$ cat config.mk
export PLATFORM = sky130hd
export DESIGN_NAME = gsd_queue
export DESIGN_NICKNAME = d
export VERILOG_FILES = /design/src/rtl/gsd_pkg.sv /design/src/rtl/gsd_queue.sv
export SDC_FILE = /design/constraint.sdc
export NUM_CORES = 1
export LEC_CHECK = 0
export BUFFER_PORTS_ARGS = -buffer_cell sky130_fd_sc_hd__buf_2
export CAP_MARGIN = 0
export CORE_ASPECT_RATIO = 0.5
export CORE_MARGIN = 4
export CORE_UTILIZATION = 47
export DETAILED_ROUTE_END_ITERATION = 16
export GPL_ROUTABILITY_DRIVEN = 0
export GPL_TIMING_DRIVEN = 1
export PLACE_DENSITY = 0.74
export REMOVE_ABC_BUFFERS = 1
export SLEW_MARGIN = 20
export SYNTH_ARGS = -nofsm -noshare
export SYNTH_HDL_FRONTEND = slang
export SYNTH_SLANG_ARGS = --single-unit
$ cat constraint.sdc
create_clock -name i_clk -period 5.4 [get_ports i_clk]
set_input_delay 1.08 -clock i_clk [delete_from_list [all_inputs] [get_ports i_clk]]
set_output_delay 1.08 -clock i_clk [all_outputs]
set_load 0.02 [all_outputs]
$ cat src/rtl/gsd_pkg.sv
package gsd_pkg;

    typedef struct packed {
        logic               kind;
        logic signed [31:0] base_category;
        logic signed [15:0] cover_value;
        logic        [23:0] cell_count;
    } t_in_req;

    typedef struct packed {
        logic signed [31:0] zone_category;
        logic        [23:0] std_deviation;
        logic        [1:0]  status;
    } t_out_req;

    typedef struct packed {
        logic               open;
        logic signed [31:0] zone;
        logic        [31:0] total;
        logic signed [47:0] value_sum;
        logic        [63:0] square_sum;
    } t_group;

    typedef struct packed {
        logic   valid;
        t_group group;
    } t_push;

    localparam logic KIND_DATA = 1'b0;
    localparam logic KIND_END  = 1'b1;

    localparam logic [1:0] STATUS_VALID  = 2'd0;
    localparam logic [1:0] STATUS_SINGLE = 2'd1;
    localparam logic [1:0] STATUS_EMPTY  = 2'd2;

    localparam logic [23:0] STD_MAX = 24'hFFFFFF;

endpackage

$ cat src/rtl/gsd_queue.sv
module gsd_queue (
    input  logic            i_clk,
    input  logic            i_rst_n,
    input  gsd_pkg::t_push  i_push,
    output logic            o_push_ready,
    output logic            o_valid,
    output gsd_pkg::t_group o_group,
    input  logic            i_pop
);

    localparam int DEPTH = 2;
    localparam int AW    = $clog2(DEPTH);

    gsd_pkg::t_group r_mem [DEPTH];
    logic [AW-1:0]   r_wp, r_rp;
    logic [AW:0]     r_cnt;
    logic            push, pop;

    assign o_push_ready = (r_cnt != (AW+1)'(DEPTH));
    assign o_valid      = (r_cnt != '0);
    assign o_group      = r_mem[r_rp];
    assign push         = i_push.valid && o_push_ready;
    assign pop          = i_pop && o_valid;

    always_ff @(posedge i_clk) begin
        if (!i_rst_n) begin
            r_wp  <= '0;
            r_rp  <= '0;
            r_cnt <= '0;
        end else begin
            if (push) begin
                r_wp <= r_wp + 1'b1;
            end
            if (pop) begin
                r_rp <= r_rp + 1'b1;
            end
            r_cnt <= r_cnt + (AW+1)'(push) - (AW+1)'(pop);
        end
    end

    always_ff @(posedge i_clk) begin
        if (push) begin
            r_mem[r_wp] <= i_push.group;
        end
    end

    a_no_overflow: assert property (@(posedge i_clk) disable iff (!i_rst_n)
        i_push.valid |-> o_push_ready)
        else $error("Group pushed into a full queue.");

endmodule

==> flow_metrics.tcl <==
set metrics [dict create \
    drc 0 \
    p_switching_mw 2.15 \
    vias 6750 \
    cts_setup_buffers 0 \
    final_cells 1369 \
    max_freq_mhz 265 \
    vdd_ir_drop_max_mv 0.401 \
    clk_latency_ns 0.55 \
    hold_buffers 0 \
    htree_levels 1 \
    async_flop_share 0 \
    portBuffers 359 \
    synth.cell_area_um2 13600 \
    rsz0062_at_grt "no" \
    status "finished clean" \
    synth_flop_cell "edfxtp_1" \
    power.total_mw 7.61 \
    grt_overflow_total 0 \
    p_leak_nw 6.47 \
    core-area_um2 28100 \
    ioPinCount 360 \
    slew_headroom 0.300 \
    synth-edff-count 354 \
    seq_area_frac_synth 0.790 \
    ys_top_cells_by_area "edfxtp_1, mux2_4, mux2_2, buf_6, dfxtp_1" \
    clock_tree.root_cell "clkbuf_16" \
    drv_cap 0 \
    grtUsageTotal 0.174 \
    pwr-share-seq 0.464 \
    synthCells 580 \
    die_w_um 248 \
    drive_gt1_frac 0.607 \
    ys_ff_latch 359 \
    ant_nets 0 \
    numCtsBuffers 31 \
    criticalPathCategory "register to primary output" \
    antenna_found_initial 6 \
    combPwrFrac 0.247 \
    start_util 0.483 \
    area_delta_synth_final_pct 23.6 \
    cp-end-kind "primary output" \
    skew_ns 0.0124 \
    place_inst 1307 \
    clk_pin_slew_worst_paths_ns 0.07 \
    p_int_mw 5.46 \
    numClockSinks 359 \
    arrival_ns 2.70 \
    ys_types 24 \
    crit_fanout 58 \
    fin_crit_ns 3.78 \
    final_nets 1140 \
    synth_area_leader_cell "edfxtp_1" \
    grt_max_degree 102 \
    grt_pass1_wl_mm 42.1 \
    syn_avg_cell_area_um2 23.4 \
    die_h_um 128 \
    power_density_nw_per_um2 454 \
    fin_crit_sh 0.700 \
    p_clk_frac 0.289 \
    cp-start-kind "register" \
    viasPerCell 4.93 \
    drt_iter0_drc 332 \
    dieArea_um2 31800 \
    cts_resized 0 \
    dpl.hpwl_mm 20.5 \
    rows 43 \
    cp.required_ns 4.32 \
    netlist.area_leader.share 0.783 \
    tightest_slew_ns 1.05 \
    clockBufferDepth 3 \
    tritoncts "yes" \
    hp-class "register to register" \
    wl_mm 29.4 \
    drt-wirelength-per-cell_um 21.5 \
    first_pass_iters 4 \
    grt_pass1_vias 7303 \
    tns_ns 0 \
    finalSetupViolations 0 \
    ys.warnings.count 0 \
    final_hold_viol_count 0 \
    p_sw_frac 0.283 \
    slew_violations 0 \
]
## worst paths after layout
kind                       startpoint                endpoint  depth (start not counted)  slack [ns]
setup / recovery             register            o_group[115]                          3        1.62
hold / removal      r_rp$_SDFFE_PN0P_                register                          2        0.59
setup reg to reg  r_cnt[0]$_SDFF_PN0_  r_mem[1][68]$_DFFE_PP_                          3        2.82
hold reg to reg     r_rp$_SDFFE_PN0P_                register                          2        0.59
## cell families after synthesis
group | count (synthesis) | synth area share
xor gates and xnor gates | 1 | 0.000645
and+or+nand+nor | 13 | 0.00544
DFF | 359 | 0.790
AOI/OAI and AO/OA | 7 | 0.00396
buffers and inverters | 21 | 0.0150
muxes | 178 | 0.184
adders and majority gates | 1 | 0.000922
## cell type report
cell class | instances | area [um2]
Tap cell | 382 | 478
Clock buffer | 33 | 783
Timing Repair Buffer | 365 | 1890
Fill cell | 2094 | 11300
Sequential cell | 359 | 10700
Clock inverter | 23 | 215
Inverter | 1 | 8.76
Antenna cell | 6 | 15.0
Multi-Input combinational cell | 200 | 2650
## layer usage
| layer | global-route usage | part of all wire | up-vias |
|---|---|---|---|
| met5 | 0 | 0 | - |
| met4 | 0.0583 | 0.027 | 0 |
| met3 | 0.0290 | 0.039 | 52 |
| met2 | 0.337 | 0.57 | 159 |
| met1 | 0.196 | 0.37 | 3459 |
| li1 | - | - | 3080 |
## synthesized netlist by cell type (2+ instances only)
master / count
buf_6: 16
mux2_4: 130
buf_2: 4
o21ai_0: 2
edfxtp_1: 354
nand2b_1: 2
a21bo_2: 2
dfxtp_1: 5
mux2_2: 47
nor2_1: 2
and2_1: 3
## cell usage in the layout (no fill, tap or decap), drive strengths merged, types with 3 or more instances in the layout
cell type    n
edfxtp     354
buf        365
clkinv      17
diode        6
dfxtp        5
bufinv       4
and2         3
mux2       177
clkbuf      33
## metrics by stage
step                 util  area [um2]  hold WS (ns)  setup WS (ns)
floorplan               -       13400         0.529          -2.51
global route        0.597       16800         0.620           1.50
detailed placement  0.561       15800         0.566           2.20
CTS                 0.597       16800         0.589           1.59
global placement    0.561       15800         0.565           2.22
finish              0.597       16800         0.591           1.62
## registers in the layout (all words and copies together) (netlist names), named ones only
register,cells
r_cnt,2
r_mem,354
r_wp,1
r_rp,1
## power groups by stage
stage / combinational, mW / clock, mW / sequential (mW)
global placement: 1.88 / 0 / 3.58
global route: 1.97 / 2.38 / 3.56
finish: 1.88 / 2.20 / 3.53
detailed placement: 1.90 / 0 / 3.60
CTS: 1.90 / 2.26 / 3.53
floorplan: 1.43 / 0 / 3.69
## worst max-delay path, stage by stage, from the launching register on
cell     delay (ns)
dfxtp_4        1.01
buf_4          0.54
mux2_4         0.35
buf_2          0.16
No activity file was read; power rests on OpenSTA's default activity.
