[config.mk]
export PLATFORM = sky130hd
export DESIGN_NAME = gsd_front
export DESIGN_NICKNAME = d
export VERILOG_FILES = /design/src/rtl/gsd_pkg.sv /design/src/rtl/gsd_front.sv
export SDC_FILE = /design/constraint.sdc
export NUM_CORES = 2
export LEC_CHECK = 0
export BUFFER_PORTS_ARGS = -buffer_cell sky130_fd_sc_hd__buf_2
export CORE_ASPECT_RATIO = 0.9
export CORE_UTILIZATION = 45
export CTS_CLUSTER_DIAMETER = 30
export DETAILED_ROUTE_END_ITERATION = 16
export PLACE_DENSITY = 0.72
export RECOVER_POWER = 25
export SYNTH_ARGS = -nofsm -noshare
export SYNTH_HDL_FRONTEND = slang
export SYNTH_SLANG_ARGS = --single-unit
[constraint.sdc]
create_clock -name i_clk -period 16.2 [get_ports i_clk]
set_input_delay 2.43 -clock i_clk [delete_from_list [all_inputs] [get_ports i_clk]]
set_output_delay 2.43 -clock i_clk [all_outputs]
set_load 0.03 [all_outputs]
[src/rtl/gsd_pkg.sv]
package gsd_pkg;

    typedef struct packed {
        logic               kind;
        logic signed [31:0] base_category;
        logic signed [15:0] cover_value;
        logic        [23:0] cell_count;
    } t_in_req;

    typedef struct packed {
        logic signed [31:0] zone_category;
        logic        [23:0] std_deviation;
        logic        [1:0]  status;
    } t_out_req;

    typedef struct packed {
        logic               open;
        logic signed [31:0] zone;
        logic        [31:0] total;
        logic signed [47:0] value_sum;
        logic        [63:0] square_sum;
    } t_group;

    typedef struct packed {
        logic   valid;
        t_group group;
    } t_push;

    localparam logic KIND_DATA = 1'b0;
    localparam logic KIND_END  = 1'b1;

    localparam logic [1:0] STATUS_VALID  = 2'd0;
    localparam logic [1:0] STATUS_SINGLE = 2'd1;
    localparam logic [1:0] STATUS_EMPTY  = 2'd2;

    localparam logic [23:0] STD_MAX = 24'hFFFFFF;

endpackage

[src/rtl/gsd_front.sv]
module gsd_front #(
    parameter int VALUE_BITS = 16,
    parameter int TOTAL_BITS = 32
) (
    input  logic             i_clk,
    input  logic             i_rst_n,
    input  logic             i_in_valid,
    output logic             o_in_ready,
    input  gsd_pkg::t_in_req i_in_req,
    output gsd_pkg::t_push   o_push,
    input  logic             i_push_ready
);

    localparam int SH = 16 - VALUE_BITS;
    localparam logic [TOTAL_BITS-1:0] CAP = {TOTAL_BITS{1'b1}};

    logic                  r_open;
    logic signed [31:0]    r_zone;
    logic [TOTAL_BITS-1:0] r_total;
    logic signed [47:0]    r_sx;
    logic [63:0]           r_sxx;

    logic                  r_v0, r_v1, r_v2;
    logic signed [15:0]    r_v;
    logic [23:0]           r_w, r_w1;
    logic signed [40:0]    r_vw;
    logic [31:0]           r_vv;
    logic [55:0]           r_sqw;

    logic                  closing, busy, accept, is_end;
    logic signed [15:0]    v_shift, v_val;
    logic [TOTAL_BITS-1:0] total_base, remain;
    logic [23:0]           w_clip;
    logic signed [40:0]    n_vw;
    logic signed [31:0]    n_vv;

    assign is_end   = (i_in_req.kind == gsd_pkg::KIND_END);
    assign closing  = is_end || (r_open && (i_in_req.base_category != r_zone));
    assign busy     = r_v0 || r_v1 || r_v2;
    assign o_in_ready = !closing || (!busy && i_push_ready);
    assign accept   = i_in_valid && o_in_ready;

    assign v_shift  = i_in_req.cover_value <<< SH;
    assign v_val    = v_shift >>> SH;

    assign total_base = (closing || !r_open) ? '0 : r_total;
    assign remain     = CAP - total_base;
    assign w_clip     = ({8'd0, i_in_req.cell_count} > 32'(remain)) ?
                        24'(remain) : i_in_req.cell_count;

    assign n_vw = r_v * $signed({1'b0, r_w});
    assign n_vv = r_v * r_v;

    assign o_push.valid            = accept && closing;
    assign o_push.group.open       = r_open;
    assign o_push.group.zone       = r_zone;
    assign o_push.group.total      = 32'(r_total);
    assign o_push.group.value_sum  = r_sx;
    assign o_push.group.square_sum = r_sxx;

    always_ff @(posedge i_clk) begin
        if (!i_rst_n) begin
            r_open  <= 1'b0;
            r_zone  <= '0;
            r_total <= '0;
            r_sx    <= '0;
            r_sxx   <= '0;
            r_v0    <= 1'b0;
            r_v1    <= 1'b0;
            r_v2    <= 1'b0;
        end else begin
            r_v0 <= accept && !is_end;
            r_v1 <= r_v0;
            r_v2 <= r_v1;
            if (accept && is_end) begin
                r_open  <= 1'b0;
                r_zone  <= '0;
                r_total <= '0;
            end else if (accept) begin
                if (closing || !r_open) begin
                    r_open <= 1'b1;
                    r_zone <= i_in_req.base_category;
                end
                r_total <= total_base + TOTAL_BITS'(w_clip);
            end
            if (accept && closing) begin
                r_sx  <= '0;
                r_sxx <= '0;
            end else begin
                if (r_v1) begin
                    r_sx <= r_sx + 48'(r_vw);
                end
                if (r_v2) begin
                    r_sxx <= r_sxx + 64'(r_sqw);
                end
            end
        end
    end

    always_ff @(posedge i_clk) begin
        r_v   <= v_val;
        r_w   <= w_clip;
        r_vw  <= n_vw;
        r_vv  <= 32'(n_vv);
        r_w1  <= r_w;
        r_sqw <= r_vv * r_w1;
    end

    a_push_idle: assert property (@(posedge i_clk) disable iff (!i_rst_n)
        o_push.valid |-> !busy)
        else $error("Group closed while accumulation was in flight.");

    a_end_clears: assert property (@(posedge i_clk) disable iff (!i_rst_n)
        (accept && is_end) |=> (!r_open && r_total == '0 && r_sx == '0))
        else $error("End request did not clear the group.");

endmodule

==> flow_results.xml <==
<?xml version="1.0" encoding="UTF-8"?>
<metrics>
  <group name="run_status">
    <metric name="run_status" unit="">finished with violations</metric>
    <metric name="violated_checks" unit="">capacitance limit, slew limit</metric>
  </group>
  <group name="global_routing">
    <metric name="overflow" unit="">0</metric>
    <metric name="grt.total_usage" unit="">0.237</metric>
    <metric name="grt_first_pass_wirelength" unit="mm">269</metric>
    <metric name="vias_in_the_first_global_route" unit="">51000</metric>
    <metric name="grt_max_degree" unit="">79</metric>
    <metric name="number_of_antenna_violations_at_the_first_check_in_global_routing" unit="">7</metric>
  </group>
  <group name="sta">
    <metric name="timing.slew.headroom" unit="">-0.527</metric>
    <metric name="final.setup.tns" unit="ns">0</metric>
    <metric name="setup_repair_after_global_routing_missed_its_margin" unit="">no</metric>
    <metric name="fmax" unit="MHz">108</metric>
    <metric name="worst-slew-pin-transition" unit="ns">2.29</metric>
    <metric name="period_share" unit="">0.572</metric>
    <metric name="drv_slew" unit="">110</metric>
    <metric name="clock_skew" unit="ns">0.0580</metric>
    <metric name="hold_violations" unit="">0</metric>
    <metric name="timing.final.setup_violations" unit="">0</metric>
    <metric name="period_minus_slack" unit="ns">9.26</metric>
  </group>
  <group name="clocking">
    <metric name="cts-root-to-sink-buffers" unit="">3</metric>
    <metric name="post_cts_resize_count" unit="">0</metric>
    <metric name="cts.hold.buffers_added" unit="">0</metric>
    <metric name="tritoncts" unit="">done</metric>
    <metric name="cts_root_buffer" unit="">clkbuf_16</metric>
    <metric name="clock_latency_on_the_worst_skew_pair" unit="ns">0.70</metric>
    <metric name="clock-sinks" unit="">372</metric>
    <metric name="cts_buffers" unit="">84</metric>
    <metric name="cts.clk_slew.worst_paths" unit="ns">0.05</metric>
    <metric name="cts_htree_levels" unit="">3</metric>
    <metric name="postCtsSetupRepairBufs" unit="">0</metric>
  </group>
  <group name="setup_path">
    <metric name="worst-endpoint-required" unit="ns">16.83</metric>
    <metric name="rr_worst_depth" unit="">26</metric>
    <metric name="critical_path.startpoint_type" unit="">input pin</metric>
    <metric name="reg2reg_slack" unit="ns">7.51</metric>
    <metric name="timing.critical_path.arrival" unit="ns">9.90</metric>
    <metric name="worst_setup_path_startpoint" unit="">i_in_req[52]</metric>
    <metric name="crit_fanout" unit="">34</metric>
    <metric name="worstReg2RegEnd" unit="">r_sqw[55]</metric>
    <metric name="worst_setup_path_end_kind" unit="">flop</metric>
    <metric name="critical_path_class" unit="">in2reg</metric>
    <metric name="regToRegStartpoint" unit="">r_w1[0]</metric>
  </group>
  <group name="yosys">
    <metric name="synth-seq-cells" unit="">372</metric>
    <metric name="seq_area_frac_synth" unit="">0.118</metric>
    <metric name="postSynthCellCount" unit="">7102</metric>
    <metric name="post_synthesis_mean_instance_area" unit="um2">8.92</metric>
    <metric name="post-synth-top-count-cell" unit="">inv_1</metric>
    <metric name="async_flop_share" unit="">0</metric>
    <metric name="dominant_cell_type_by_area_after_synthesis" unit="">fa_1</metric>
    <metric name="synth_common_cells" unit="">1432 x inv_1, 1193 x fa_1, 860 x nand2_1</metric>
    <metric name="yosysWarnings" unit="">0</metric>
    <metric name="netlist.area_leader.share" unit="">0.377</metric>
    <metric name="post_synth_edffs" unit="">0</metric>
    <metric name="ys.flop_type" unit="">dfxtp_1</metric>
    <metric name="synth.top_cells.by_area" unit="">fa_1 38%, dfxtp_1 12%, ha_1 11%</metric>
    <metric name="cell_area_after_technology_mapping" unit="um2">63400</metric>
    <metric name="yosys.cell_types.count" unit="">88</metric>
  </group>
  <group name="cells_and_area">
    <metric name="design.final.nets" unit="">9079</metric>
    <metric name="final_layout_size_suffix_gt1_frac" unit="">0.0601</metric>
    <metric name="layout.filler_cells" unit="">12900</metric>
    <metric name="final_core_util" unit="">0.498</metric>
    <metric name="layout-area-overhead-vs-synth" unit="%">9.71</metric>
  </group>
  <group name="floorplanning">
    <metric name="floorplan.io_pins" unit="">256</metric>
    <metric name="die_height" unit="um">358</metric>
    <metric name="placementRows" unit="">130</metric>
    <metric name="core_area" unit="um2">140000</metric>
    <metric name="floorplan.initialDensity" unit="">0.454</metric>
    <metric name="dieArea" unit="um2">142000</metric>
    <metric name="die_w" unit="um">398</metric>
  </group>
  <group name="hold_path">
    <metric name="worst_hold_path_stage_count" unit="">2</metric>
    <metric name="worstHoldEndpoint" unit="">r_total[19]</metric>
    <metric name="min_path_type" unit="">reg2reg</metric>
    <metric name="hold_sp" unit="">r_total[19]</metric>
  </group>
  <group name="place">
    <metric name="numPortBuffers" unit="">255</metric>
    <metric name="dp_hpwl" unit="mm">125</metric>
    <metric name="place_congestion" unit="">0.903</metric>
  </group>
  <group name="routing">
    <metric name="drt_first_iter_violations" unit="">2922</metric>
    <metric name="vias_cell" unit="">5.29</metric>
    <metric name="avgRoutedWirePerCell" unit="um">18.0</metric>
    <metric name="drc" unit="">0</metric>
    <metric name="antenna_violating_nets_post_route" unit="">0</metric>
    <metric name="first_pass_iters" unit="">6</metric>
    <metric name="vias" unit="">48500</metric>
    <metric name="wirelength" unit="mm">166</metric>
  </group>
  <group name="job">
    <metric name="timing.max_cap.violations" unit="">3</metric>
  </group>
</metrics>
placed cells by master, fill, tap and decap left out, types with 131 or more instances in the layout:
cell     Yosys  routed
inv_1     1432    1432
fa_1      1193    1193
nand2_1    860     857
and2_1     605     596
ha_1       561     561
dfxtp_1    372     362
nor2_1     307     307
a21oi_1    258     258
xnor2_1    173     173
buf_2        0     165
o21ai_0    131     131
routing by layer:
metal	wire length [um]	share of wire	global-route usage
met1	68500	0.41	0.308
met2	79600	0.48	0.400
met3	11900	0.072	0.0387
met4	5440	0.033	0.0807
met5	23	0.00014	0
worst max-delay path, stage by stage:
cell and delay (ns):
buf_2 0.12, xor2_1 0.15, nor4_1 0.41, nand4_1 0.27, nor4b_4 0.26, buf_4 0.38, and2_1 0.23, ha_1 0.26
a211oi_1 0.22, o21ai_0 0.16, and2_1 0.18, o41ai_1 0.60, or3_1 0.52, buf_4 0.40, o21ai_0 0.20, ha_1 0.24
a21o_1 0.24, a21oi_1 0.17, o21bai_1 0.08, a2111oi_0 0.44, nor3_1 0.19, o41ai_1 0.44, a21oi_2 0.13, and3_4 0.20
o31a_1 0.29, o211ai_1 0.21, mux2_1 0.34, a21oi_1 0.13
final cells by class:
cell class              count  area [um2]  area share
multi-input cells        5011       49500       0.712
flip-flops and latches    372        7460       0.107
inverters                1433        5380      0.0774
well taps                1848        2310      0.0333
clock buffers              96        2240      0.0322
repair buffers            346        1790      0.0257
clock inverters            62         847      0.0122
diodes                      4        10.0    0.000144
sequential cells by signal, summed over array words and instances (netlist names), 16 cells and up:
register	cells
r_zone	32
r_v	16
r_sqw	56
r_sxx	64
r_sx	48
r_vw	41
r_w1	24
r_vv	31
r_total	32
r_w	24
how the worst max path moves through the flow:
stage	to	cells past startpoint
after floorplan	r_total[26]	30
after global placement	r_total[26]	28
after detailed placement	r_total[26]	28
after CTS	r_total[26]	28
after global routing	r_total[26]	29
final	r_total[26]	28
per-stage QoR:
step	setup WS, ns	instances	hold slack, ns	area [um2]
after global routing	6.40	9171	0.483	69500
after detailed placement	6.34	9010	0.455	66600
final	6.94	9172	0.472	69500
after CTS	7.07	9168	0.476	69700
after global placement	6.41	9010	0.446	66600
after floorplan	7.18	7109	0.384	63400
logic make-up after synthesis:
| family | synth area share |
|---|---|
| AOI/OAI and AO/OA | 0.0797 |
| other | 0.000119 |
| adders and majority gates | 0.488 |
| buffers and inverters | 0.102 |
| xor gates and xnor gates | 0.0373 |
| DFF | 0.118 |
| muxes | 0.0150 |
| and+or+nand+nor | 0.160 |
Power is not shown: default switching activity piles up to over one toggle a cycle in this logic, so the estimate is an artifact.
