**src/rtl/gsd_pkg.sv**
```systemverilog
package gsd_pkg;

    typedef struct packed {
        logic               kind;
        logic signed [31:0] base_category;
        logic signed [15:0] cover_value;
        logic        [23:0] cell_count;
    } t_in_req;

    typedef struct packed {
        logic signed [31:0] zone_category;
        logic        [23:0] std_deviation;
        logic        [1:0]  status;
    } t_out_req;

    typedef struct packed {
        logic               open;
        logic signed [31:0] zone;
        logic        [31:0] total;
        logic signed [47:0] value_sum;
        logic        [63:0] square_sum;
    } t_group;

    typedef struct packed {
        logic   valid;
        t_group group;
    } t_push;

    localparam logic KIND_DATA = 1'b0;
    localparam logic KIND_END  = 1'b1;

    localparam logic [1:0] STATUS_VALID  = 2'd0;
    localparam logic [1:0] STATUS_SINGLE = 2'd1;
    localparam logic [1:0] STATUS_EMPTY  = 2'd2;

    localparam logic [23:0] STD_MAX = 24'hFFFFFF;

endpackage

```
**src/rtl/gsd_back.sv**
```systemverilog
module gsd_back (
    input  logic              i_clk,
    input  logic              i_rst_n,
    input  logic              i_valid,
    input  gsd_pkg::t_group   i_group,
    output logic              o_pop,
    output logic              o_out_valid,
    input  logic              i_out_ready,
    output gsd_pkg::t_out_req o_out_req
);

    typedef enum logic [2:0] {S_IDLE, S_MUL, S_CHK, S_DIV, S_SQRT, S_OUT} t_state;
    typedef enum logic [2:0] {
        OP_NSXX_LO, OP_NSXX_HI, OP_SQ_LL, OP_SQ_LH, OP_SQ_HH, OP_DEN, OP_NONE
    } t_op;

    t_state       r_state;
    t_op          r_op, r_pop_op;
    logic         r_pv;
    logic [31:0]  r_n;
    logic [47:0]  r_m;
    logic [63:0]  r_sxx;
    logic [63:0]  r_prod;
    logic [95:0]  r_acc;
    logic [63:0]  r_den;
    logic [63:0]  r_rem;
    logic [47:0]  r_num;
    logic [47:0]  r_res, r_bit;
    logic [5:0]   r_cnt;
    logic         r_valid;
    gsd_pkg::t_out_req r_out;

    logic [31:0]  mul_a, mul_b;
    logic [95:0]  prod_w;
    logic [64:0]  div_t;
    logic [47:0]  sq_trial;
    logic [47:0]  m_abs;

    assign o_out_valid = r_valid;
    assign o_out_req   = r_out;
    assign o_pop       = (r_state == S_IDLE) && i_valid;
    assign m_abs       = (i_group.value_sum < 0) ? 48'(-i_group.value_sum) :
                         48'(i_group.value_sum);
    assign prod_w      = {32'd0, r_prod};
    assign div_t       = {r_rem, r_num[47]};
    assign sq_trial    = r_res + r_bit;

    always_comb begin
        mul_a = r_n;
        mul_b = r_sxx[31:0];
        unique case (r_op)
            OP_NSXX_LO: begin
                mul_a = r_n;
                mul_b = r_sxx[31:0];
            end
            OP_NSXX_HI: begin
                mul_a = r_n;
                mul_b = r_sxx[63:32];
            end
            OP_SQ_LL: begin
                mul_a = r_m[31:0];
                mul_b = r_m[31:0];
            end
            OP_SQ_LH: begin
                mul_a = r_m[31:0];
                mul_b = {16'd0, r_m[47:32]};
            end
            OP_SQ_HH: begin
                mul_a = {16'd0, r_m[47:32]};
                mul_b = {16'd0, r_m[47:32]};
            end
            OP_DEN: begin
                mul_a = r_n;
                mul_b = r_n - 32'd1;
            end
            default: begin
                mul_a = r_n;
                mul_b = r_sxx[31:0];
            end
        endcase
    end

    always_ff @(posedge i_clk) begin
        if (!i_rst_n) begin
            r_state <= S_IDLE;
            r_valid <= 1'b0;
            r_op    <= OP_NONE;
            r_pv    <= 1'b0;
        end else begin
            unique case (r_state)
                S_IDLE: begin
                    if (i_valid) begin
                        r_n   <= i_group.total;
                        r_m   <= m_abs;
                        r_sxx <= i_group.square_sum;
                        r_acc <= '0;
                        r_pv  <= 1'b0;
                        r_op  <= OP_NSXX_LO;
                        r_out.zone_category <= i_group.open ? i_group.zone : '0;
                        r_out.std_deviation <= '0;
                        if (i_group.total == 32'd0) begin
                            r_out.status <= gsd_pkg::STATUS_EMPTY;
                            r_state      <= S_OUT;
                        end else if (i_group.total == 32'd1) begin
                            r_out.status <= gsd_pkg::STATUS_SINGLE;
                            r_state      <= S_OUT;
                        end else begin
                            r_out.status <= gsd_pkg::STATUS_VALID;
                            r_state      <= S_MUL;
                        end
                    end
                end
                S_MUL: begin
                    r_prod   <= mul_a * mul_b;
                    r_pop_op <= r_op;
                    r_pv     <= (r_op != OP_NONE);
                    if (r_op != OP_NONE) begin
                        r_op <= t_op'(r_op + 3'd1);
                    end
                    if (r_pv) begin
                        unique case (r_pop_op)
                            OP_NSXX_LO: r_acc <= r_acc + prod_w;
                            OP_NSXX_HI: r_acc <= r_acc + (prod_w << 32);
                            OP_SQ_LL:   r_acc <= r_acc - prod_w;
                            OP_SQ_LH:   r_acc <= r_acc - (prod_w << 33);
                            OP_SQ_HH:   r_acc <= r_acc - (prod_w << 64);
                            OP_DEN: begin
                                r_den   <= r_prod;
                                r_state <= S_CHK;
                            end
                            default: r_acc <= r_acc;
                        endcase
                    end
                end
                S_CHK: begin
                    if (r_acc[95:32] >= r_den) begin
                        r_out.std_deviation <= gsd_pkg::STD_MAX;
                        r_state             <= S_OUT;
                    end else begin
                        r_rem   <= r_acc[95:32];
                        r_num   <= {r_acc[31:0], 16'd0};
                        r_cnt   <= 6'd47;
                        r_state <= S_DIV;
                    end
                end
                S_DIV: begin
                    if (div_t >= {1'b0, r_den}) begin
                        r_rem <= 64'(div_t - {1'b0, r_den});
                        r_num <= {r_num[46:0], 1'b1};
                    end else begin
                        r_rem <= div_t[63:0];
                        r_num <= {r_num[46:0], 1'b0};
                    end
                    if (r_cnt == 6'd0) begin
                        r_res   <= '0;
                        r_bit   <= 48'd1 << 46;
                        r_cnt   <= 6'd23;
                        r_state <= S_SQRT;
                    end else begin
                        r_cnt <= r_cnt - 6'd1;
                    end
                end
                S_SQRT: begin
                    if (r_num >= sq_trial) begin
                        r_num <= r_num - sq_trial;
                        r_res <= (r_res >> 1) + r_bit;
                    end else begin
                        r_res <= r_res >> 1;
                    end
                    r_bit <= r_bit >> 2;
                    if (r_cnt == 6'd0) begin
                        r_state <= S_OUT;
                    end else begin
                        r_cnt <= r_cnt - 6'd1;
                    end
                end
                S_OUT: begin
                    if (r_out.status == gsd_pkg::STATUS_VALID &&
                        r_out.std_deviation != gsd_pkg::STD_MAX && !r_valid) begin
                        r_out.std_deviation <= r_res[23:0];
                    end
                    if (!r_valid) begin
                        r_valid <= 1'b1;
                    end else if (i_out_ready) begin
                        r_valid <= 1'b0;
                        r_state <= S_IDLE;
                    end
                end
                default: r_state <= S_IDLE;
            endcase
        end
    end

    a_den_nonzero: assert property (@(posedge i_clk) disable iff (!i_rst_n)
        (r_state == S_DIV) |-> (r_den != '0))
        else $error("Division started with a zero divisor.");

    a_out_status: assert property (@(posedge i_clk) disable iff (!i_rst_n)
        (r_valid && r_out.status != gsd_pkg::STATUS_VALID) |->
        (r_out.std_deviation == '0))
        else $error("Deviation set on a group without enough samples.");

endmodule

```
**config.mk**
```make
export PLATFORM = sky130hd
export DESIGN_NAME = gsd_back
export DESIGN_NICKNAME = d
export VERILOG_FILES = /design/src/rtl/gsd_pkg.sv /design/src/rtl/gsd_back.sv
export SDC_FILE = /design/constraint.sdc
export NUM_CORES = 2
export LEC_CHECK = 0
export BUFFER_PORTS_ARGS = -buffer_cell sky130_fd_sc_hd__buf_2
export CAP_MARGIN = 15
export CORE_MARGIN = 1.5
export CORE_UTILIZATION = 49
export CTS_BUF_LIST = sky130_fd_sc_hd__clkbuf_2 sky130_fd_sc_hd__clkbuf_4 sky130_fd_sc_hd__clkbuf_8
export DETAILED_ROUTE_END_ITERATION = 8
export GPL_ROUTABILITY_DRIVEN = 0
export PLACE_DENSITY = 0.65
export SKIP_CTS_REPAIR_TIMING = 1
export SLEW_MARGIN = 20
export SYNTH_ARGS = -nofsm -noshare
export SYNTH_HDL_FRONTEND = slang
export SYNTH_SLANG_ARGS = --single-unit
```
**constraint.sdc**
```tcl
create_clock -name i_clk -period 28.5 [get_ports i_clk]
set_clock_uncertainty 0.15 [all_clocks]
set_input_delay 1.425 -clock i_clk [delete_from_list [all_inputs] [get_ports i_clk]]
set_output_delay 1.425 -clock i_clk [all_outputs]
set_load 0.1 [all_outputs]
```
==> impl_metrics.tcl <==
set metrics [dict create \
    required_ns 28.96 \
    avgSynthCellArea_um2 8.72 \
    area_growth_pct 6.89 \
    cp-end-kind "flip-flop" \
    syn_area_um2 87100 \
    synth_edf_count 619 \
    cts_tree "done" \
    max-cap-violations 0 \
    fin_crit_ns 11.90 \
    wl_mm 296 \
    synth_common_cells "nand2_1 (1253), inv_1 (1182), fa_1 (902), nor2_1 (801), ha_1 (750)" \
    row_count 154 \
    vias 76500 \
    slew_violations 0 \
    synth.distinct_cells 86 \
    cp_slowest_cell "o21a_1" \
    hold_viol_final 0 \
    worst_pin_slew_ns 1.27 \
    routedWlPerCell_um 23.9 \
    critical-path-top-delay-family "adder cells" \
    synth_fa_ha_area_share_pct 31.5 \
    async_flop_share_pct 0 \
    synth_fp_nets 11800 \
    die_height_um 425 \
    clockRootBuffer "clkbuf_8" \
    status "finished clean" \
    ys_seq_area_share_pct 21.5 \
    hp-class "reg2reg" \
    core_area_um2 176000 \
    cts.clk_slew.worst_paths_ns 0.07 \
    grt_pass1_wl_mm 445 \
    cts_max_path_buffers 3 \
    synth_mux_area_share_pct 0.901 \
    slew-limit-headroom_pct 15.4 \
    cts_sinks 627 \
    crit_path_frequent_cell "fa_1" \
    grt_start_max_net_pins 75 \
    fmax_mhz 84.0 \
    worstSetupPathType "reg2reg" \
    yosysWarnings 0 \
    grt_use_total_pct 32.1 \
    drcViolationCount 0 \
    start_util_pct 49.4 \
    rsz0062_at_grt "false" \
    design_area_um2 93100 \
    syn_inst 9992 \
    yosysTopAreaCell "edfxtp_1" \
    drive_above_1_share_pct 6.87 \
    die_x_um 425 \
    cp-start-kind "flip-flop" \
    h-tree-depth 3 \
    vias_per_cell 6.16 \
    cp_num_buf_inv 1 \
    yosysMostFrequentCell "nand2_1" \
    finalSetupViolations 0 \
    clk-insertion-delay-late_ns 0.97 \
    portBuffers 240 \
    io_pins 241 \
    crit_fanout 17 \
    synthXorXnorAreaFrac_pct 5.97 \
    antenna_found_initial 6 \
    cts_inserted_buffers 114 \
    tns_ns 0 \
    drtPass1Iterations 8 \
    cp.arrival_ns 12.36 \
    timing.critical_path.slowest_cell_delay_ns 0.70 \
    first_global_vias 75000 \
    grt_overflow 0 \
    drt_iter0_drc 8305 \
    dp_hpwl_mm 234 \
    ys.flop_type "edfxtp_1" \
    fp.dieArea_um2 180000 \
    synth_simple_gate_area_share_pct 15.0 \
    placed_area_um2 90500 \
    synth_top_area_share_pct 21.3 \
    min_period_over_period_pct 41.7 \
    final_nets 11800 \
    synth_top_family_by_area "adder cells" \
    synthTopCellsByArea "edfxtp_1 (21%), fa_1 (21%), ha_1 (11%)" \
    synth_compound_area_share_pct 17.7 \
    ant_nets 0 \
    ys_seq_elements 627 \
]
## through the flow
stage / instances / worst slack, ns / util, % / hold WS, ns
2_1_floorplan: 9992 / 18.06 / - / 0.307
4_1_cts: 12400 / 16.66 / 52.8 / 0.329
5_1_grt: 12400 / 16.08 / 52.8 / 0.365
6_report: 12400 / 16.60 / 52.8 / 0.343
3_5_place_dp: 12200 / 16.74 / 51.3 / 0.352
3_3_place_gp: 12200 / 16.48 / 51.3 / 0.354
## kinds of logic after synthesis
logic type,count (synthesis)
and+or+nand+nor,2931
buffers and inverters,1700
DFF,627
muxes,78
AOI/OAI and AO/OA,2410
xor gates and xnor gates,594
adders and majority gates,1652
## layer usage
| layer | GRT usage, % | vias up | share of wire, % |
|---|---|---|---|
| li1 | - | 34300 | - |
| met1 | 42.3 | 37200 | 40 |
| met2 | 48.6 | 4134 | 43 |
| met3 | 6.85 | 896 | 11 |
| met4 | 18.7 | 2 | 6.9 |
| met5 | 0 | - | 0.0061 |
## sequential cells by signal, indices dropped and copies added (netlist names)
name and count:
o_out_req 58, o_out_valid 1, r_acc 96, r_bit 24, r_cnt 6, r_den 64
r_m 48, r_n 32, r_num 48, r_op 3, r_pop_op 3, r_prod 64
r_pv 1, r_rem 64, r_res 48, r_state 3, r_sxx 64
## layout make-up
cell class                      instances  area, µm²
Multi-Input combinational cell       7665      62200
Antenna cell                            7       17.5
Clock buffer                          147       1830
Clock inverter                         66        712
Timing Repair Buffer                  373       2210
Inverter                             1182       4440
Fill cell                           16200      83200
Sequential cell                       627      18700
Tap cell                             2340       2930
## path summary, 6_finish.rpt
path,end,slack (ns),depth (start not counted),startpoint
worst min register to register,r_num[9]$_DFFE_PP_,0.34,2,r_num[8]$_DFFE_PP_
worst min-delay path,r_num[9]$_DFFE_PP_,0.34,2,r_num[8]$_DFFE_PP_
worst max-delay path,r_prod[62]$_DFFE_PP_,16.60,32,r_n[3]$_DFFE_PP_
worst max register to register,r_prod[62]$_DFFE_PP_,16.60,32,r_n[3]$_DFFE_PP_
## cells in the final DEF (no fill, tap or decap), types with 241 or more instances in the layout
cell type / n
xnor2_1: 396
inv_1: 1181
buf_2: 241
ha_1: 750
fa_1: 902
a21oi_1: 667
o21ai_0: 538
edfxtp_1: 619
nand2_1: 1249
nor2_1: 796
a21o_1: 299
## tightest hold or removal path: stages, from the launching register on
cell and delay [ns]:
edfxtp_1 0.35, nand2_1 0.05, o21ai_0 0.06
Power is not shown: default switching activity piles up to over one toggle a cycle in this logic, so the estimate is an artifact.
